==> src/rtl/core/smsg_ram.sv <==
// Generic single-write, single-read RAM with a registered read port.
// No dependencies.
module smsg_ram #(
   parameter int WIDTH = 32,
   parameter int DEPTH = 63
) (
   input  logic                     clock,
   input  logic                     wr_en,
   input  logic [$clog2(DEPTH)-1:0] wr_addr,
   input  logic [WIDTH-1:0]         wr_data,
   input  logic [$clog2(DEPTH)-1:0] rd_addr,
   output logic [WIDTH-1:0]         rd_data
);
   logic [WIDTH-1:0] mem_ff [DEPTH];
   logic [WIDTH-1:0] rd_data_ff;

   // Write port and registered read port.
   always_ff @(posedge clock) begin
      if (wr_en) begin
         mem_ff[wr_addr] <= wr_data;
      end
      rd_data_ff <= mem_ff[rd_addr];
   end

   assign rd_data = rd_data_ff;
endmodule

==> config.mk <==
export PLATFORM = sky130hd
export DESIGN_NAME = smsg_ram
export DESIGN_NICKNAME = d
export VERILOG_FILES = /design/src/rtl/core/smsg_ram.sv
export SDC_FILE = /design/constraint.sdc
export NUM_CORES = 2
export LEC_CHECK = 0
export BUFFER_PORTS_ARGS = -buffer_cell sky130_fd_sc_hd__buf_2
export CORE_ASPECT_RATIO = 1.4
export CORE_MARGIN = 2
export CORE_UTILIZATION = 26
export DETAILED_ROUTE_END_ITERATION = 7
export PLACE_DENSITY = 0.37
export SYNTH_ARGS = -nofsm -noshare
export SYNTH_HDL_FRONTEND = slang
export SYNTH_SLANG_ARGS = --single-unit
==> constraint.sdc <==
create_clock -name clock -period 6.3 [get_ports clock]
set_clock_uncertainty 0.1 [all_clocks]
set_input_delay 0.945 -clock clock [delete_from_list [all_inputs] [get_ports clock]]
set_output_delay 0.945 -clock clock [all_outputs]
set_load 0.005 [all_outputs]
==> qor.txt <==
Reg-to-Reg End -> rd_data[2]
Port Buf Inserts -> 77
R2R depth -> 5
Routed vias/inst -> 4.74
Switching Power -> 6.54 mW
Status -> complete, no violations
Post-synth EDFFs -> 2016
Comb pwr share -> 5.5%
Fraction of registers with async set or reset after synthesis -> 0%
Area contributors post-synth -> edfxtp_1, mux4_2, mux2i_1
Commonest non-fill, non-tap cell in the layout -> edfxtp_1
Final hold slack -> 0.409 ns
Yosys reg bits -> 2048
Worst setup EP type -> flip-flop
Pre-CTS WS -> 1.80 ns
GRT Total Usage -> 17.3%
IO Count -> 78
Worst path setup slack after routing -> 2.81 ns
Chip width -> 468 um
Die area -> 305000 um^2
Drt drc -> 0
Largest net degree at the start of global routing -> 88
Initial drt markers -> 3217
Max Cap Violations -> 0
Htree depth -> 4
Area delta synth->final -> 16.4%
Max-slew violations -> 0
RSZ-0062 raised after global routing -> false
Area of the core -> 300000 um^2
Startpoint Class -> input port
End point of the critical path -> rd_data[5]
Fill count -> 29093
Netlist cell types -> 53
CTS Sinks -> 2048
Multi-input logic area -> 16300 um^2
Final GP Congestion -> 0.741
Setup Fix Bufs, Post-CTS -> 0
Post-CTS Resized -> 0
Final ANT Viol Nets -> 0
Fmax -> 286 MHz
Mean Syn Cell Area -> 21.8 um^2
CTS root buf -> clkbuf_16
Reg clk slew, reported paths -> 0.06 ns
Number of global-route vias before repair -> 40285
Yosys top cell area share -> 77.4%
Peak supply drop -> 0.256 mV
Clk pwr share -> 42.3%
CP required -> 6.85 ns
Initial Util -> 26.1%
Chip Height -> 653 um
Yosys warnings -> 0
CP max FO -> 36
FF+latch area -> 61200 um^2
Switching share of power -> 22.5%
Final setup TNS -> 0 ns
Int Power -> 22.5 mW
Syn Inst Count -> 3583
Slew HR -> 5.74%
Routed len/inst -> 33.4 um
Seq/Total Area, Yosys -> 78.2%
Grt ovf -> 0
First-pass GRT wire length -> 363000 um
Area leader, netlist -> edfxtp_1
Number of nets in the final layout -> 3898
Reg power frac -> 52.2%
Final WL -> 267000 um
Clk Latency, worst-skew pair -> 0.88 ns
Layout cells sized above 1 -> 26.6%
Post-detail-place hpwl -> 157000 um
Most frequent cells in the layout -> edfxtp_1, mux4_2, mux2i_1, clkbuf_16, buf_4
Final setup viols -> 0
Leak -> 28.3 nW
Final Hold Fails -> 0
Tcrit/Tclk final -> 55.5%
Initial antenna violation count -> 18
CTS Buffer Depth -> 4
CTS buffer count -> 211
Row cnt -> 238
Hold Crit Class -> input port to flip-flop
Cts hold-fix bufs -> 0
Synthesized area -> 78200 um^2
Crit path kind -> input port to flip-flop
Vias after detailed routing -> 37854
R2r setup slk -> 3.82 ns
Minimum clock period -> 3.49 ns
Critical register-to-register path startpoint -> mem_ff[7][2]
Measured slew at the worst slew-check pin -> 1.41 ns
Arrival @ worst endpoint -> 4.04 ns
DRT Pass-1 Iters -> 7
CTS tree -> yes
CP startpoint -> rd_addr[0]
Power density cells -> 319 nW/um^2
Top_reg_cell synth -> edfxtp_1
Post-Syn Nets -> 3629
[logic make-up (layout without fill, tap and decap cells)]
logic type	Yosys count	count (layout)	synth area share [%]
compound gates	400	400	3.60
buf+inv	212	643	1.62
flops	2048	2048	78.2
mux	662	662	15.0
other cells	0	7	0
simple gates	261	261	1.52
[per-layer routing]
layer  part of all wire (%)  up-vias  wire [um]  GRT usage, %
met1                     41    21137     111000          21.8
met4                    2.8        2       7370          4.66
li1                       -    15676          -             -
met3                    3.1      291       8270          1.85
met5                 0.0041        -         11             0
met2                     53      748     140000          31.3
[power by group through the flow]
| stage | Combinational [mW] | Sequential, mW | Clock [mW] |
|---|---|---|---|
| floorplan | 0.767 | 15.4 | 0 |
| global placement | 1.65 | 15.5 | 0 |
| detailed placement | 1.66 | 15.5 | 0 |
| CTS | 1.66 | 15.2 | 12.6 |
| global route | 1.69 | 15.2 | 13.1 |
| finish | 1.59 | 15.2 | 12.3 |
[how the worst min path moves through the flow]
stage	to	start	cells past startpoint	slack, ns
finish	mem_ff[7][8]	wr_data[8]	1	0.41
global route	mem_ff[3][8]	wr_data[8]	1	0.37
CTS	mem_ff[3][8]	wr_data[8]	1	0.33
detailed placement	rd_data[18]	mem_ff[62][18]	5	0.78
global placement	rd_data[26]	mem_ff[62][26]	5	0.76
floorplan	rd_data[17]	mem_ff[62][17]	4	0.57
[critical path: stages]
cell     delay, ns
buf_8         0.44
buf_12        0.35
buf_4         0.28
buf_4         0.24
mux4_2        0.52
mux2i_1       0.20
a21oi_1       0.13
a21oi_1       0.71
a21oi_1       0.07
[cell usage after synthesis, types with 10 or more instances]
library cell  count
o22a_1           11
edfxtp_1       2016
buf_4            26
o21ai_0          57
nor3_1           16
mux4_2          406
nor2b_1          28
o221ai_1         62
a21oi_1          76
buf_2            57
dfxtp_1          32
mux2_2           32
a22o_1           10
clkbuf_1         78
a211oi_1         32
buf_1            10
mux2i_1         224
nand3_1          20
a211o_1          24
buf_6            33
nor2_1           88
o22ai_1          43
a22oi_1          20
nand2b_1         13
a2bb2oi_1        14
nand2_1          75
a221oi_1         16
[per-stage QoR]
step / total power, mW / std cells / util [%] / cell area, um^2
3_3_place_gp: 17.1 / 7598 / 28.2 / 84500
3_5_place_dp: 17.1 / 7599 / 28.2 / 84500
4_1_cts: 29.5 / 7974 / 30.4 / 91000
5_1_grt: 29.9 / 7975 / 30.4 / 91000
2_1_floorplan: 16.2 / 3583 / - / 78200
6_report: 29.0 / 7981 / 30.4 / 91000
[final cells by class]
cell class / count / area share (%)
inverter: 4 / 0.0179
timing repair buffer: 264 / 2.24
sequential: 2048 / 67.2
multi-input combinational: 1323 / 17.9
tap: 3960 / 5.44
antenna: 7 / 0.0192
clock inverter: 124 / 1.10
clock buffer: 251 / 6.08
[state kept, by name (all words and copies together) (netlist names)]
signal / cells
mem_ff: 2016
rd_data: 32
Note: power is estimated with default switching activity, not from simulation.
