$ cat src/rtl/core/smsg_pkg.sv
// Package for the sliding median sharpness gate.
// Holds field widths, register indexes, reset values and parameter defaults.
// No dependencies.
package smsg_pkg;
   localparam int DEF_MAX_HALF_WINDOW = 31;
   localparam int DEF_SCORE_BITS      = 32;
   localparam int DEF_INDEX_BITS      = 20;

   localparam int FRAME_INDEX_BITS = 20;
   localparam int HW_BITS          = 5;
   localparam int TOL_BITS         = 7;
   localparam int CSR_INDEX_BITS   = 4;
   localparam int CSR_DATA_BITS    = 8;

   // Register indexes of the configuration port.
   localparam logic [CSR_INDEX_BITS-1:0] CSR_HALF_WINDOW = 4'd0;
   localparam logic [CSR_INDEX_BITS-1:0] CSR_TOLERANCE   = 4'd1;

   localparam logic [HW_BITS-1:0]  HW_RESET  = 5'd5;
   localparam logic [TOL_BITS-1:0] TOL_RESET = 7'd10;
   localparam logic [TOL_BITS-1:0] TOL_MAX   = 7'd100;

   // Scale factors of the cross-multiplied threshold test.
   localparam int KEEP_SCALE = 2000;
   localparam int TOL_FULL   = 1000;
endpackage

$ cat src/rtl/core/smsg_ifaces.sv
// Channel interfaces of the sliding median sharpness gate.
// Depends on smsg_pkg for the field widths.
interface smsg_req_if
   import smsg_pkg::*;
#(
   parameter int SCORE_BITS = DEF_SCORE_BITS
);
   logic                  valid;
   logic                  ready;
   logic [SCORE_BITS-1:0] score;
   logic                  selected;
   logic                  last_frame;
   modport source (output valid, score, selected, last_frame, input ready);
   modport sink (input valid, score, selected, last_frame, output ready);
endinterface


$ cat src/rtl/core/smsg_front.sv
// Front of the gate: takes frames, writes the score ring, and issues judge jobs.
// Depends on smsg_pkg and the channel interfaces.
module smsg_front
   import smsg_pkg::*;
#(
   parameter int MAX_HALF_WINDOW = DEF_MAX_HALF_WINDOW,
   parameter int SCORE_BITS      = DEF_SCORE_BITS,
   parameter int INDEX_BITS      = DEF_INDEX_BITS,
   localparam int D              = 2 * MAX_HALF_WINDOW + 1,
   localparam int AW             = $clog2(D),
   localparam int FW             = $clog2(D + 1)
) (
   input  logic                  clock,
   input  logic                  reset,
   smsg_req_if.sink              req_chan,
   input  logic [HW_BITS-1:0]    hw_cfg,
   input  logic                  q_full,
   input  logic                  q_empty,
   input  logic                  back_idle,
   output logic                  ram_wr_en,
   output logic [AW-1:0]         ram_wr_addr,
   output logic [SCORE_BITS-1:0] ram_wr_data,
   output logic                  job_push,
   output logic [AW-1:0]         job_age,
   output logic [INDEX_BITS-1:0] job_index,
   output logic                  job_last,
   output logic [AW-1:0]         step_hw,
   output logic [FW-1:0]         step_fill,
   output logic [AW-1:0]         step_wp
);
   localparam logic FS_IDLE = 1'b0;
   localparam logic FS_WALK = 1'b1;

   logic                  state_ff, state_in;
   logic [AW-1:0]         wp_ff, wp_in;
   logic [FW-1:0]         fill_ff, fill_in;
   logic [INDEX_BITS-1:0] counter_ff, counter_in;
   logic [D-1:0]          sel_ff, sel_in;
   logic                  last_ff, last_in;
   logic [AW-1:0]         hw_ff, hw_in;
   logic [AW-1:0]         age_ff, age_in;
   logic [HW_BITS-1:0]    hw_min;
   logic [AW-1:0]         hw_eff;
   logic                  accept;
   logic                  due;
   logic                  want;
   logic                  advance;
   logic [D-1:0]          below_mask;
   logic [FW-1:0]         fill_m1;

   // Effective half window: zero counts as one, capped at the maximum.
   assign hw_min = (hw_cfg == '0) ? HW_BITS'(1) : hw_cfg;
   assign hw_eff = (32'(hw_min) > 32'(MAX_HALF_WINDOW)) ? AW'(MAX_HALF_WINDOW) : AW'(hw_min);

   assign req_chan.ready = (state_ff == FS_IDLE) && q_empty && back_idle;
   assign accept         = req_chan.valid && req_chan.ready;

   // A frame is judged when it sits half a window back, or at any age on a flush.
   assign due        = last_ff || ((age_ff == hw_ff) && (fill_ff > FW'(hw_ff)));
   assign want       = due && sel_ff[age_ff];
   assign job_push   = (state_ff == FS_WALK) && want && !q_full;
   assign advance    = !want || !q_full;
   assign below_mask = (D'(1) << age_ff) - D'(1);
   assign job_age    = age_ff;
   assign job_index  = counter_ff - INDEX_BITS'(1) - INDEX_BITS'(age_ff);
   assign job_last   = last_ff && ((sel_ff & below_mask) == '0);

   assign ram_wr_en   = accept;
   assign ram_wr_addr = wp_in;
   assign ram_wr_data = req_chan.score;
   assign step_hw     = hw_ff;
   assign step_fill   = fill_ff;
   assign step_wp     = wp_ff;

   // Ring bookkeeping on a new frame and the age walk afterwards.
   always_comb begin
      state_in   = state_ff;
      wp_in      = (wp_ff == AW'(D - 1)) ? '0 : wp_ff + 1'b1;
      fill_in    = fill_ff;
      counter_in = counter_ff;
      sel_in     = sel_ff;
      last_in    = last_ff;
      hw_in      = hw_ff;
      age_in     = age_ff;
      fill_m1    = '0;
      case (state_ff)
         FS_IDLE: begin
            if (accept) begin
               if (last_ff) begin
                  fill_in    = FW'(1);
                  counter_in = INDEX_BITS'(1);
                  sel_in     = {{(D - 1){1'b0}}, req_chan.selected};
               end else begin
                  fill_in    = (fill_ff == FW'(D)) ? fill_ff : fill_ff + 1'b1;
                  counter_in = counter_ff + 1'b1;
                  sel_in     = {sel_ff[D-2:0], req_chan.selected};
               end
               fill_m1  = fill_in - 1'b1;
               last_in  = req_chan.last_frame;
               hw_in    = hw_eff;
               age_in   = (fill_m1 < FW'(hw_eff)) ? AW'(fill_m1) : hw_eff;
               state_in = FS_WALK;
            end
         end
         FS_WALK: begin
            if (advance) begin
               if (!last_ff || (age_ff == '0)) begin
                  state_in = FS_IDLE;
               end else begin
                  age_in = age_ff - 1'b1;
               end
            end
         end
         default: state_in = FS_IDLE;
      endcase
   end

   always_ff @(posedge clock) begin
      if (reset) begin
         state_ff   <= FS_IDLE;
         wp_ff      <= AW'(D - 1);
         fill_ff    <= '0;
         counter_ff <= '0;
         sel_ff     <= '0;
         last_ff    <= 1'b0;
         hw_ff      <= '0;
         age_ff     <= '0;
      end else begin
         state_ff   <= state_in;
         if (accept) begin
            wp_ff <= wp_in;
         end
         fill_ff    <= fill_in;
         counter_ff <= counter_in;
         sel_ff     <= sel_in;
         last_ff    <= last_in;
         hw_ff      <= hw_in;
         age_ff     <= age_in;
      end
   end
endmodule

$ cat src/flat_wrapper.sv
// flat-port wrapper written by rule: the top's interface ports become plain ports
module smsg_front_flat import smsg_pkg::*;
#(
   parameter int MAX_HALF_WINDOW = DEF_MAX_HALF_WINDOW,
   parameter int SCORE_BITS      = DEF_SCORE_BITS,
   parameter int INDEX_BITS      = DEF_INDEX_BITS,
   localparam int D              = 2 * MAX_HALF_WINDOW + 1,
   localparam int AW             = $clog2(D),
   localparam int FW             = $clog2(D + 1)
)
  (clock, reset, hw_cfg, q_full, q_empty, back_idle, ram_wr_en, ram_wr_addr, ram_wr_data, job_push, job_age, job_index, job_last, step_hw, step_fill, step_wp, req_chan_valid, req_chan_score, req_chan_selected, req_chan_last_frame, req_chan_ready);
  smsg_req_if #(.SCORE_BITS(SCORE_BITS)) req_chan_i ();
  input  logic clock;
  input  logic reset;
  input  logic [HW_BITS-1:0] hw_cfg;
  input  logic q_full;
  input  logic q_empty;
  input  logic back_idle;
  output logic ram_wr_en;
  output logic [AW-1:0] ram_wr_addr;
  output logic [SCORE_BITS-1:0] ram_wr_data;
  output logic job_push;
  output logic [AW-1:0] job_age;
  output logic [INDEX_BITS-1:0] job_index;
  output logic job_last;
  output logic [AW-1:0] step_hw;
  output logic [FW-1:0] step_fill;
  output logic [AW-1:0] step_wp;
  input wire logic [$bits(req_chan_i.valid)-1:0] req_chan_valid;
  input wire logic [$bits(req_chan_i.score)-1:0] req_chan_score;
  input wire logic [$bits(req_chan_i.selected)-1:0] req_chan_selected;
  input wire logic [$bits(req_chan_i.last_frame)-1:0] req_chan_last_frame;
  output wire logic [$bits(req_chan_i.ready)-1:0] req_chan_ready;
  assign req_chan_i.valid = req_chan_valid;
  assign req_chan_i.score = req_chan_score;
  assign req_chan_i.selected = req_chan_selected;
  assign req_chan_i.last_frame = req_chan_last_frame;
  assign req_chan_ready = req_chan_i.ready;
  smsg_front #(.MAX_HALF_WINDOW(MAX_HALF_WINDOW), .SCORE_BITS(SCORE_BITS), .INDEX_BITS(INDEX_BITS)) u_core (.clock(clock), .reset(reset), .req_chan(req_chan_i), .hw_cfg(hw_cfg), .q_full(q_full), .q_empty(q_empty), .back_idle(back_idle), .ram_wr_en(ram_wr_en), .ram_wr_addr(ram_wr_addr), .ram_wr_data(ram_wr_data), .job_push(job_push), .job_age(job_age), .job_index(job_index), .job_last(job_last), .step_hw(step_hw), .step_fill(step_fill), .step_wp(step_wp));
endmodule
$ cat config.mk
export PLATFORM = sky130hd
export DESIGN_NAME = smsg_front_flat
export DESIGN_NICKNAME = d
export VERILOG_FILES = /design/src/rtl/core/smsg_pkg.sv /design/src/rtl/core/smsg_ifaces.sv /design/src/rtl/core/smsg_front.sv /design/src/flat_wrapper.sv
export SDC_FILE = /design/constraint.sdc
export NUM_CORES = 1
export LEC_CHECK = 0
export ABC_CLOCK_PERIOD_IN_PS = 15950
export BUFFER_PORTS_ARGS = -buffer_cell sky130_fd_sc_hd__buf_2
export CORE_MARGIN = 2
export CORE_UTILIZATION = 50
export CTS_BUF_LIST = sky130_fd_sc_hd__clkbuf_2 sky130_fd_sc_hd__clkbuf_4 sky130_fd_sc_hd__clkbuf_8
export DETAILED_ROUTE_END_ITERATION = 16
export GPL_ROUTABILITY_DRIVEN = 0
export PLACE_DENSITY = 0.77
export SYNTH_ARGS = -nofsm -noshare
export SYNTH_HDL_FRONTEND = slang
export SYNTH_SLANG_ARGS = --single-unit
$ cat constraint.sdc
create_clock -name clock -period 15.95 [get_ports clock]
set_clock_uncertainty 0.15 [all_clocks]
set_input_delay 3.19 -clock clock [delete_from_list [all_inputs] [get_ports clock]]
set_output_delay 3.19 -clock clock [all_outputs]
set_load 0.03 [all_outputs]
==> results.yml <==
worst_setup_path:
  end_kind: "output port"
  endpoint: "job_last"
  crit_path_start_kind: "register"
  cp_max_fo: 28
  worstReg2RegEnd: "u_core.job_age[1]$_SDFFE_PP0P_"
  reg2reg_slack_ns: 11.73
  startpoint: "u_core.job_age[1]$_SDFFE_PP0P_"
  critical_path_required_ns: 12.61
  crit_type: "reg -> out"
  cp.arrival_ns: 5.38
  reg2reg_depth: 15
  timing.rr.start: "u_core.step_fill[0]$_SDFFE_PP0P_"
clock_network:
  postCtsSetupBuffers: 0
  cts_tree: "done"
  cts_buffers: 9
  clk_latency_ns: 0.41
  clk_path_buf_depth: 2
  cts_resized: 0
  cts_root_buf: "clkbuf_8"
  cts_htree_levels: 3
  cts.clk_slew.worst_paths_ns: 0.11
  postCtsHoldBufs: 0
  cts_sinks: 108
final_layout:
  layout-drive-gt1-share_pct: 12.72
  area_growth_pct: 3.394
  fin_cells: 1357
  diodes: 0
  fin_util_pct: 52.64
  final_nets: 1199
synth:
  postSynthAreaPerCell_um2: 7.577
  netlist_top_cells_count: "145 x nor2_1, 108 x dfxtp_1, 96 x a21oi_1"
  syn_nets: 1230
  synth_flop_cell: "dfxtp_1"
  synth_top_area_share_pct: 24.64
  ys_seq_area_share_pct: 24.64
  async_flop_share_pct: 0
  synth.most_common_cell: "nor2_1"
  yosysWarningCount: 0
  synth_top_area_cell: "dfxtp_1"
  synth_area_um2: 8775
  ys_ff_latch: 108
  synthDistinctLibCells: 101
  synth_cells: 1158
  ys_top_cells_by_area: "dfxtp_1 25%, nor2_1 6.2%, a21oi_1 5.5%, and3_1 5.4%, xnor2_1 4.0%"
  synth_edf_count: 0
pwr:
  power_density_nw_per_um2: 65.98
  power.total_mw: 0.5986
  leakage_nw: 3.563
  ir_drop_mv: 0.08171
grt:
  antenna_found_initial: 0
  grt_max_degree: 94
  grt.total_usage_pct: 28.40
  grt_pass1_wl_mm: 42.21
  grt_pass1_vias: 7925
  overflow: 0
min_path:
  hold_depth: 2
  min_path_type: "reg -> reg"
timing:
  whs_ns: 0.3626
  finalCriticalPeriod_ns: 8.722
  slew_headroom_pct: 30.19
  rsz0062_at_grt: "no"
  setup_tns_ns: 0
  final.period_utilization_pct: 54.68
  worst_slew_pin_slew_ns: 1.039
  clock.fmax_ghz: 0.1147
  setup_violations: 0
  slew_viol_final: 0
  hold_viol: 0
drt:
  first_pass_iters: 8
  wl_per_cell_um: 19.17
  postRouteAntennaNets: 0
  via_per_inst: 6.571
  num_vias: 8917
  drt-initial-drc-count: 1345
  finalWirelength_mm: 26.01
  drc: 0
floorplanning:
  pin_count: 131
  num_rows: 48
  die_w_um: 136.5
  fp.dieH_um: 136.5
  initial_core_util_pct: 50.91
  core_um2: 17240
  dieArea_um2: 18630
placed_design:
  portBuffers: 65
  dp_hpwl_mm: 17.52
  place_inst: 1341
job:
  drv_cap: 0
run_status:
  status: "completed"
-- per-layer routing --
layer	GRT usage (%)	routed length (um)	up-vias
li1	-	-	4087
met5	0	0	-
met3	6.600	2714	170
met1	38.91	10820	4095
met4	13.19	1492	0
met2	42.11	10990	565
-- cells by family after synthesis --
logic type,synth area share [%]
and+or+nand+nor,29.00
AOI/OAI and AO/OA,21.46
buffers and inverters,8.384
DFF,24.64
xor gates and xnor gates,6.787
muxes,5.746
adders and majority gates,3.936
other,0.04274
-- per-stage QoR --
| step | instance area (um2) | setup slack [ns] |
|---|---|---|
| floorplan | 8775 | 7.686 |
| global placement | 8879 | 7.929 |
| detailed placement | 8879 | 7.832 |
| CTS | 9072 | 7.357 |
| global route | 9072 | 6.893 |
| finish | 9072 | 7.228 |
-- critical path, stage by stage (launching register included) --
cell	delay, ns
dfxtp_1	0.33
buf_4	0.30
inv_1	0.29
ha_1	0.61
nor3_1	0.97
o21ai_4	0.13
nor2_2	0.20
mux2_4	0.32
a2111o_1	0.42
a2111oi_2	0.34
nand4_1	0.25
a2111oi_2	0.33
and4_1	0.26
buf_2	0.21
-- worst min path at each step --
stage,start,end,slack [ns]
final,u_core.step_hw[4]$_SDFFE_PP0P_,u_core.step_hw[4]$_SDFFE_PP0P_,0.36
after floorplan,u_core.sel_ff[0]$_SDFFE_PP0P_,u_core.sel_ff[0]$_SDFFE_PP0P_,0.31
after global placement,u_core.step_hw[2]$_SDFFE_PP0P_,u_core.step_hw[2]$_SDFFE_PP0P_,0.33
after CTS,u_core.step_hw[4]$_SDFFE_PP0P_,u_core.step_hw[4]$_SDFFE_PP0P_,0.36
after detailed placement,u_core.step_hw[4]$_SDFFE_PP0P_,u_core.step_hw[4]$_SDFFE_PP0P_,0.35
after global routing,u_core.step_hw[3]$_SDFFE_PP0P_,u_core.step_hw[3]$_SDFFE_PP0P_,0.40
-- registers in the layout, indices dropped and copies added (netlist names) --
register / flops
u_core.step_fill: 6
u_core.step_hw: 5
u_core.counter_ff: 20
u_core.sel_ff: 63
u_core.job_age: 6
u_core.last_ff: 1
u_core.state_ff: 1
u_core.step_wp: 6
-- layout make-up --
cell class,count,area [um2]
clock buffers,9,123.9
fillers,1624,8164
inverters,29,108.9
well taps,225,281.5
clock inverters,7,70.07
flip-flops and latches,108,2163
repair buffers,81,445.4
multi-input cells,898,5879
-- power by group --
part	total [mW]	switching [mW]	internal (mW)
Sequential	0.276	0.00410	0.272
Combinational	0.154	0.104	0.0505
Clock	0.168	0.108	0.0608
-- placed cells by master (no fill, tap or decap), types with 7 or more instances in the layout --
cell type / synthesis / layout
o21ai_0: 42 / 42
a211o_1: 8 / 8
nand2_1: 91 / 90
and2_1: 7 / 7
dfxtp_1: 108 / 107
nor2_1: 145 / 145
nor4_1: 10 / 10
clkbuf_8: 0 / 9
inv_1: 28 / 27
mux2i_1: 14 / 14
nor2b_1: 9 / 9
nand3_1: 39 / 39
a211oi_1: 11 / 11
a31oi_1: 13 / 13
buf_2: 15 / 65
a21oi_1: 96 / 96
or3_1: 13 / 13
o211ai_1: 8 / 8
mux4_2: 15 / 15
nor3_1: 27 / 27
nand4_1: 21 / 21
xor2_1: 28 / 28
xnor2_1: 40 / 40
a21boi_0: 9 / 9
nand2b_1: 7 / 7
o21a_1: 9 / 9
buf_4: 33 / 16
ha_1: 26 / 26
and3_1: 76 / 76
Power figures use the tool's default switching activity.
