**src/rtl/core/smsg_queue.sv**
```systemverilog
// Short job queue between the front and the back of the gate.
// No dependencies.
module smsg_queue #(
   parameter int WIDTH = 27,
   parameter int DEPTH = 4
) (
   input  logic             clock,
   input  logic             reset,
   input  logic             push,
   input  logic [WIDTH-1:0] push_data,
   output logic             full,
   input  logic             pop,
   output logic [WIDTH-1:0] pop_data,
   output logic             empty
);
   localparam int PW = $clog2(DEPTH);

   logic [WIDTH-1:0] slot_ff [DEPTH];
   logic [PW-1:0]    wr_ptr_ff, wr_ptr_in, rd_ptr_ff, rd_ptr_in;
   logic [PW:0]      count_ff, count_in;

   assign full     = count_ff == (PW+1)'(DEPTH);
   assign empty    = count_ff == '0;
   assign pop_data = slot_ff[rd_ptr_ff];

   // Pointer and occupancy update.
   always_comb begin
      wr_ptr_in = wr_ptr_ff;
      rd_ptr_in = rd_ptr_ff;
      count_in  = count_ff;
      if (push && !full) begin
         wr_ptr_in = (wr_ptr_ff == PW'(DEPTH - 1)) ? '0 : wr_ptr_ff + 1'b1;
      end
      if (pop && !empty) begin
         rd_ptr_in = (rd_ptr_ff == PW'(DEPTH - 1)) ? '0 : rd_ptr_ff + 1'b1;
      end
      if ((push && !full) && !(pop && !empty)) begin
         count_in = count_ff + 1'b1;
      end else if (!(push && !full) && (pop && !empty)) begin
         count_in = count_ff - 1'b1;
      end
   end

   always_ff @(posedge clock) begin
      if (reset) begin
         wr_ptr_ff <= '0;
         rd_ptr_ff <= '0;
         count_ff  <= '0;
      end else begin
         wr_ptr_ff <= wr_ptr_in;
         rd_ptr_ff <= rd_ptr_in;
         count_ff  <= count_in;
      end
   end

   // Slot storage.
   always_ff @(posedge clock) begin
      if (push && !full) begin
         slot_ff[wr_ptr_ff] <= push_data;
      end
   end
endmodule

```
**config.mk**
```make
export PLATFORM = sky130hd
export DESIGN_NAME = smsg_queue
export DESIGN_NICKNAME = d
export VERILOG_FILES = /design/src/rtl/core/smsg_queue.sv
export SDC_FILE = /design/constraint.sdc
export NUM_CORES = 1
export LEC_CHECK = 0
export ABC_AREA = 0
export ABC_CLOCK_PERIOD_IN_PS = 3300
export BUFFER_PORTS_ARGS = -buffer_cell sky130_fd_sc_hd__buf_2
export CAP_MARGIN = 20
export CORE_MARGIN = 1.5
export CORE_UTILIZATION = 30
export CTS_CLUSTER_SIZE = 16
export DETAILED_ROUTE_END_ITERATION = 8
export GPL_ROUTABILITY_DRIVEN = 0
export PLACE_DENSITY = 0.49
export REMOVE_ABC_BUFFERS = 1
export SYNTH_ARGS = -nofsm -noshare
export SYNTH_HDL_FRONTEND = slang
export SYNTH_SLANG_ARGS = --single-unit
```
**constraint.sdc**
```tcl
create_clock -name clock -period 3.3 [get_ports clock]
set_input_delay 0.825 -clock clock [delete_from_list [all_inputs] [get_ports clock]]
set_output_delay 0.825 -clock clock [all_outputs]
set_load 0.1 [all_outputs]
```
==> results of run 1 <==
-- logic make-up (layout without fill, tap and decap cells) --
logic type      Yosys count  count (layout)  share of synthesized area [%]
flops                   117             117                           77.8
mux                      29              29                           14.3
simple gates             16              16                           1.99
buf+inv                  13              98                           2.22
fa+ha+maj                 7               7                           2.16
compound gates            7               7                           1.14
xor+xnor                  2               2                          0.398
-- state kept, by name, indices dropped and copies added, names as in the netlist, named ones only --
name,cells
wr_ptr_ff,2
count_ff,3
rd_ptr_ff,2
slot_ff,108
-- tightest hold or removal path, cell delays in order (launching register included) --
cell	delay, ns
dfxtp_1	0.32
nand2_1	0.06
a21oi_1	0.08
-- metrics by stage --
stage	hold WS (ns)	cells	area [um2]	util, %
6_report	0.506	460	5470	37.9
5_1_grt	0.560	460	5470	37.9
4_1_cts	0.514	460	5470	37.9
3_5_place_dp	0.500	428	4900	34.0
3_3_place_gp	0.505	428	4900	34.0
2_1_floorplan	0.456	183	4340	-
-- cell usage after synthesis --
master,number
edfxtp_1,108
mux4_2,27
dfxtp_1,9
ha_1,6
and3_1,4
a21oi_1,3
buf_6,3
inv_1,3
nor2_1,3
buf_2,2
mux2i_1,2
nand3_1,2
nor3_1,2
o31ai_2,2
or3_1,2
xor2_1,2
buf_4,1
bufinv_8,1
clkbuf_1,1
clkbuf_2,1
clkinv_4,1
fa_1,1
nand2_1,1
nor2_2,1
o21ai_0,1
o21ai_1,1
or3b_1,1
-- area by class of cell --
| cell class | count | area, um2 | share of cell area [%] |
|---|---|---|---|
| timing repair buffer | 61 | 323 | 5.90 |
| clock buffer | 19 | 433 | 7.91 |
| clock inverter | 13 | 139 | 2.54 |
| sequential | 117 | 3430 | 62.6 |
| inverter | 5 | 37.5 | 0.686 |
| multi-input combinational | 61 | 883 | 16.1 |
| tap | 184 | 230 | 4.21 |
-- worst max-delay path by stage --
stage | start | endpoint
6_report | flip-flop | pop_data[5]
5_1_grt | flip-flop | pop_data[5]
2_1_floorplan | count_ff[0] | empty
3_5_place_dp | push | count_ff[2]
4_1_cts | flip-flop | pop_data[5]
3_3_place_gp | push | count_ff[2]
-- power by group through the flow --
stage	clock network [W]	registers [W]	logic [W]
after floorplan	0	0.00193	0.00152
after global placement	0	0.00191	0.00186
after detailed placement	0	0.00192	0.00186
after CTS	0.00180	0.00189	0.00186
after global routing	0.00188	0.00191	0.00192
final	0.00177	0.00188	0.00183
-- layer usage --
metal | global-route usage [%] | part of all wire [%] | vias up
met5 | 0 | 0 | -
met4 | 4.05 | 1.4 | 0
met3 | 5.72 | 6.4 | 8
met2 | 16.7 | 47 | 49
met1 | 14.3 | 45 | 1043
li1 | - | - | 937
==> flow_summary.yaml, run 1 <==
hold_path:
  min_from: "rd_ptr_ff[0]"
  min_path_type: "flip-flop to flip-flop"
  hold_depth: 2
setup_path:
  path_class: "flip-flop to primary output"
  crit_required_ns: 2.47
  critical_path.max_fanout: 20
  arrival_ns: 2.07
  rr_startpoint: "count_ff[0]"
  end_kind: "primary output"
  slowest_stage: "mux4_2"
  crit_path_start_kind: "flip-flop"
  regToRegEndpoint: "count_ff[2]"
  crit_family: "buffers and inverters"
  reg2reg_slack_ns: 1.04
  worstPathCellList: "buf_12, mux4_2, buf_2"
  cp_num_cells: 3
  r2r_cells: 9
  cp_num_buf_inv: 2
  slowest_delay_ns: 0.54
die:
  row_count: 44
  die_w_um: 124
  die_height_um: 124
  io_pins: 60
  start_util_pct: 30.5
  core-area_um2: 14400
  die_area_um2: 15400
final_layout:
  mostFrequentLayoutCells: "108 x edfxtp_1, 59 x buf_2, 27 x mux4_2"
  final_nets: 301
  fill_cells: 1363
  drive_above_1_share_pct: 45.7
  diodes: 0
  final_common_cell: "edfxtp_1"
  syn2layout_area_growth_pct: 24.4
cts:
  root_buffer: "clkbuf_16"
  clkTransAtPathRegs_ns: 0.05
  cts_tree: "done"
  hold_buffers: 0
  cts_sinks: 117
  post_cts_resized: 0
  cts_buffer_depth: 2
  postCtsSetupBuffers: 0
  htreeDepth: 4
  clk_latency_ns: 0.41
  cts_buffers: 17
sta:
  final.min_clock_period_ns: 2.89
  setup_viol: 0
  hold_violations: 0
  tightest_slew_ns: 0.797
  finalCritPeriodShare_pct: 87.6
  worst_slack_ns: 0.409
  drv_slew: 0
  fin_skew_ns: 0.00688
  relSlewSlack_pct: 46.9
  rsz0062_at_grt: "false"
  fmax_mhz: 346
  tns_ns: 0
global_route:
  grt_max_degree: 28
  grt_pass1_vias: 2139
  grtUsageTotal_pct: 11.3
  antenna_found_initial: 0
  grt_first_pass_wirelength_mm: 12.0
  overflow: 0
drt:
  dr.pass1.iters: 4
  viasPerCell: 4.43
  route.detailed.drc: 0
  post_drt_wl_per_cell_um: 17.1
  drt-total-wl_mm: 7.85
  ant_nets: 0
  vias: 2037
  drt_iter0_drc: 102
synthesis:
  yosysTopAreaCellShare_pct: 73.7
  ys_warn_count: 0
  ys_seq_elements: 117
  synth_top_cell_by_area: "edfxtp_1"
  syn-cell-area_um2: 4400
  synth_cell_types: 27
  synth_area_per_cell_um2: 23.0
  ys_seq_area_share_pct: 77.8
  synth_area_leaders: "edfxtp_1 74%, mux4_2 14%, dfxtp_1 4.1%, ha_1 1.7%, buf_6 0.77%"
  syn_inst: 191
place:
  dp_hpwl_mm: 4.61
  port_buffers: 59
  pre_cts_ws_ns: 0.707
power:
  seq_power_share_pct: 34.4
  peakVddDrop_v: 0.000562
  pwr_density_cell_nw_per_um2: 1000
  p_clk_share_pct: 32.3
  p_sw_w: 0.00212
  power.internal_w: 0.00337
  p_total_w: 0.00549
  netSwitchingFraction_pct: 38.6
  p_leak_nw: 1.90
  p_comb_share_pct: 33.4
status:
  run_status: "finished clean"
run:
  maxCapViolCount: 0
No activity file was read; power rests on OpenSTA's default activity.
==> run 2: changes to the inputs <==
- RECOVER_POWER: not set -> 100
==> run 2 against run 1 <==
  * The flow now finishes with violations (capacitance limit, slew limit)
  * Die area unchanged
  * Hold slack about the same
  * Combinational power about the same
  * Critical path type unchanged
  * Critical endpoint unchanged
==> flow_summary.yaml, run 2 (same netlist as run 1, synthesis figures left out) <==
global_route:
  grt_pass1_vias: 2139
  grt_first_pass_wirelength_mm: 12.0
  overflow: 0
  antenna_found_initial: 0
  grt_max_degree: 28
  grtUsageTotal_pct: 11.3
cts:
  cts_buffer_depth: 2
  postCtsSetupBuffers: 0
  root_buffer: "clkbuf_16"
  post_cts_resized: 0
  clkTransAtPathRegs_ns: 0.05
  cts_buffers: 17
  htreeDepth: 4
  hold_buffers: 0
  clk_latency_ns: 0.41
  cts_sinks: 117
  cts_tree: "done"
drt:
  post_drt_wl_per_cell_um: 17.1
  vias: 2026
  drt-total-wl_mm: 7.85
  route.detailed.drc: 0
  ant_nets: 0
  viasPerCell: 4.40
  drt_iter0_drc: 114
  dr.pass1.iters: 4
place:
  port_buffers: 59
  dp_hpwl_mm: 4.61
sta:
  fmax_mhz: 337
  hold_violations: 0
  finalCritPeriodShare_pct: 90.0
  relSlewSlack_pct: -4.36
  final.min_clock_period_ns: 2.97
  rsz0062_at_grt: "false"
  tns_ns: 0
  drv_slew: 56
  fin_skew_ns: 0.00589
  setup_viol: 0
  tightest_slew_ns: 1.57
status:
  run_status: "complete, but fails checks"
  failed_checks: "capacitance limit, slew limit"
die:
  start_util_pct: 30.5
  core-area_um2: 14400
  die_height_um: 124
  die_w_um: 124
  io_pins: 60
  row_count: 44
  die_area_um2: 15400
power:
  p_clk_share_pct: 32.3
  p_sw_w: 0.00212
  peakVddDrop_v: 0.000548
  p_comb_share_pct: 33.2
  pwr_density_cell_nw_per_um2: 1010
  seq_power_share_pct: 34.5
  power.internal_w: 0.00336
  netSwitchingFraction_pct: 38.7
  p_leak_nw: 1.82
  p_total_w: 0.00547
setup_path:
  critical_path.max_fanout: 20
  arrival_ns: 2.14
  end_kind: "primary output"
  path_class: "flip-flop to primary output"
  crit_path_start_kind: "flip-flop"
  r2r_cells: 9
  crit_required_ns: 2.47
final_layout:
  mostFrequentLayoutCells: "108 x edfxtp_1, 30 x clkbuf_1, 27 x mux4_2"
  final_nets: 301
  syn2layout_area_growth_pct: 23.2
  largest_reg_flops: 108
  fill_cells: 1366
  diodes: 0
  regMostFlops: "slot_ff"
  drive_above_1_share_pct: 33.3
  final_common_cell: "edfxtp_1"
  reg_top3: "slot_ff (108), count_ff (3)"
  utilization_pct: 37.6
hold_path:
  min_path_type: "flip-flop to flip-flop"
  hold_depth: 2
run:
  maxCapViolCount: 2
==> run 2: changes by cell type in the layout (fill, tap and decap cells not counted), sizes merged <==
cell / change
clkinvlp: +1
clkinv: -1
buf: -54
clkbuf: +54
==> run 2: worst max-delay path: stages (launching register included) <==
cell      delay [ns]
dfxtp_2         0.53
buf_12          0.26
mux4_2          0.54
clkbuf_2        0.39
==> run 2: through the flow <==
step | hold slack [ns] | cell area, um2 | setup WS [ns] | cells
5_1_grt | 0.560 | 5420 | 0.188 | 460
3_3_place_gp | 0.505 | 4900 | 0.752 | 428
3_5_place_dp | 0.500 | 4900 | 0.707 | 428
6_report | 0.506 | 5420 | 0.332 | 460
4_1_cts | 0.514 | 5470 | 0.337 | 460
2_1_floorplan | 0.456 | 4340 | 0.0360 | 183
==> run 2: power by group through the flow <==
stage	clock network, W	logic, W	registers (W)
after detailed placement	0	0.00186	0.00192
after global placement	0	0.00186	0.00191
after floorplan	0	0.00152	0.00193
after global routing	0.00188	0.00191	0.00191
after CTS	0.00180	0.00186	0.00189
final	0.00177	0.00182	0.00189
==> run 2: worst paths after layout <==
| path | start | endpoint | slack (ns) |
|---|---|---|---|
| setup / recovery | flip-flop | pop_data[5] | 0.33 |
| hold / removal | rd_ptr_ff[0] | flip-flop | 0.51 |
| setup reg to reg | count_ff[0] | count_ff[2] | 0.94 |
| hold reg to reg | rd_ptr_ff[0] | flip-flop | 0.51 |
==> run 2: layout make-up <==
class	instances	area [um2]	share of cell area (%)
clock buffers	19	433	7.99
clock inverters	13	139	2.56
inverters	5	33.8	0.623
multi-input cells	61	871	16.1
flip-flops and latches	117	3430	63.2
well taps	184	230	4.25
repair buffers	61	288	5.31
==> run 2: metal layers <==
metal  share of wire, %  global-route usage, %  wire length [um]  vias to the layer above
li1                   -                      -                 -                      936
met1                 45                   14.3              3520                     1033
met2                 48                   16.7              3730                       50
met3                6.6                   5.72               516                        7
met4                1.1                   4.05                84                        0
met5                  0                      0                 0                        -
==> run 3: changes to the inputs <==
--- a/config.mk
+++ b/config.mk
@@ -13,3 +13,3 @@
 export CORE_UTILIZATION = 30
-export CTS_CLUSTER_SIZE = 16
+export CTS_CLUSTER_SIZE = 28
 export DETAILED_ROUTE_END_ITERATION = 8
==> constraint.sdc (replaced) <==
create_clock -name clock -period 3.3 [get_ports clock]
set_input_delay 0.495 -clock clock [delete_from_list [all_inputs] [get_ports clock]]
set_output_delay 0.495 -clock clock [all_outputs]
set_load 0.1 [all_outputs]
==> run 3 against run 2 <==
  * First-iteration DRC count rose by 17%
  * Largest power group unchanged
  * Final cell count did not move
  * Clock skew rose by 0.0054 ns
  * Hold slack got worse by 0.15 ns
  * Sequential power barely moved
  * Sequential share of layout area rose by 0.93 points
  * The flow still finishes with violations (capacitance limit, slew limit)
  * Global-route usage rose by 0.060 points
  * Wire length rose by 0.74%
  * Critical endpoint is now pop_data[24]
  * Count of clock-buffer cells in the layout did not move
  * Die area did not move
  * Critical path depth fell by 1
  * Flip-flop and latch count did not move
==> flow_summary.yaml, run 3 (same netlist as run 1, synthesis figures left out) <==
status:
  run_status: "complete, but fails checks"
  failed_checks: "capacitance limit, slew limit"
place:
  dp_hpwl_mm: 4.72
  pre_cts_ws_ns: 0.972
  port_buffers: 59
final_layout:
  seq_area_um2: 3430
  drive_above_1_share_pct: 30.4
  final_nets: 301
  syn2layout_area_growth_pct: 21.4
  utilization_pct: 37.0
  multi_input_area_um2: 866
  mostFrequentLayoutCells: "108 x edfxtp_1, 37 x clkbuf_1, 27 x mux4_2"
  fill_cells: 1368
  final_common_cell: "edfxtp_1"
  largest_reg_flops: 108
  reg_top3: "slot_ff (108), count_ff (3)"
  regMostFlops: "slot_ff"
  diodes: 0
setup_path:
  rr_startpoint: "count_ff[0]"
  path_class: "flip-flop to primary output"
  crit_path_start_kind: "flip-flop"
  crit_required_ns: 2.80
  end_kind: "primary output"
  critical_path.max_fanout: 27
  arrival_ns: 2.46
cts:
  root_buffer: "clkbuf_16"
  cts_tree: "done"
  cts_buffer_depth: 2
  htreeDepth: 4
  hold_buffers: 0
  cts_buffers: 17
  cts_sinks: 117
  post_cts_resized: 0
  clkTransAtPathRegs_ns: 0.05
  clk_latency_ns: 0.41
  postCtsSetupBuffers: 0
sta:
  fin_skew_ns: 0.0113
  drv_slew: 56
  tightest_slew_ns: 1.61
  final.min_clock_period_ns: 2.96
  setup_viol: 0
  worst_slack_ns: 0.343
  tns_ns: 0
  fmax_mhz: 338
  whs_ns: 0.352
  finalCritPeriodShare_pct: 89.6
  rsz0062_at_grt: "false"
  relSlewSlack_pct: -7.18
  hold_violations: 0
power:
  pwr_density_cell_nw_per_um2: 990
  peakVddDrop_v: 0.000519
  p_leak_nw: 1.77
drt:
  dr.pass1.iters: 4
  drt_iter0_drc: 133
  ant_nets: 0
  drt-total-wl_mm: 7.91
  viasPerCell: 4.41
  post_drt_wl_per_cell_um: 17.2
  vias: 2027
  route.detailed.drc: 0
global_route:
  grt_first_pass_wirelength_mm: 12.1
  grt_max_degree: 28
  overflow: 0
  antenna_found_initial: 0
  grt_pass1_vias: 2197
  grtUsageTotal_pct: 11.4
die:
  row_count: 44
  die_height_um: 124
  die_w_um: 124
  die_area_um2: 15400
  start_util_pct: 30.5
  io_pins: 60
  core-area_um2: 14400
run:
  maxCapViolCount: 2
hold_path:
  min_path_type: "primary input to flip-flop"
  min_from: "push_data[14]"
-- run 3: metrics by stage --
step	cell area [um2]	instances	power, W
global placement	4890	428	0.00376
floorplan	4340	183	0.00345
CTS	5410	460	0.00538
finish	5340	460	0.00529
detailed placement	4890	428	0.00377
global route	5340	460	0.00550
-- run 3: cell type report --
class,count,share of cell area [%]
flip-flops and latches,117,64.1
well taps,184,4.31
repair buffers,61,4.90
clock buffers,19,8.10
multi-input cells,61,16.2
inverters,5,0.632
clock inverters,13,1.71
-- run 3: power breakdown --
part | total [W] | switching, W | leakage, nW | internal (W)
logic | 0.00177 | 0.00140 | 0.444 | 0.000362
clock network | 0.00161 | 0.000601 | 0.258 | 0.00101
registers | 0.00191 | 0.000105 | 1.06 | 0.00181
total | 0.00529 | 0.00211 | 1.77 | 0.00318
-- run 3: path summary, 6_finish.rpt --
path / endpoint / slack (ns) / cells after the start
max: pop_data[24] / 0.34 / 2
min: slot_ff[1][14] / 0.35 / 1
max reg2reg: slot_ff[2][22] / 0.89 / 2
min reg2reg: flip-flop / 0.49 / 2
-- run 3: worst max-delay path, cell delays in order, from the launching register on --
cell	delay (ns)
dfxtp_2	0.83
mux4_2	0.35
clkbuf_1	0.87
-- run 3: layer usage --
metal / wire length, um / up-vias / share of wire [%] / global-route usage (%)
met5: 0 / - / 0 / 0
met4: 110 / 0 / 1.4 / 5.97
met3: 483 / 12 / 6.1 / 4.76
met2: 3770 / 50 / 48 / 17.0
met1: 3550 / 1029 / 45 / 14.1
li1: - / 936 / - / -
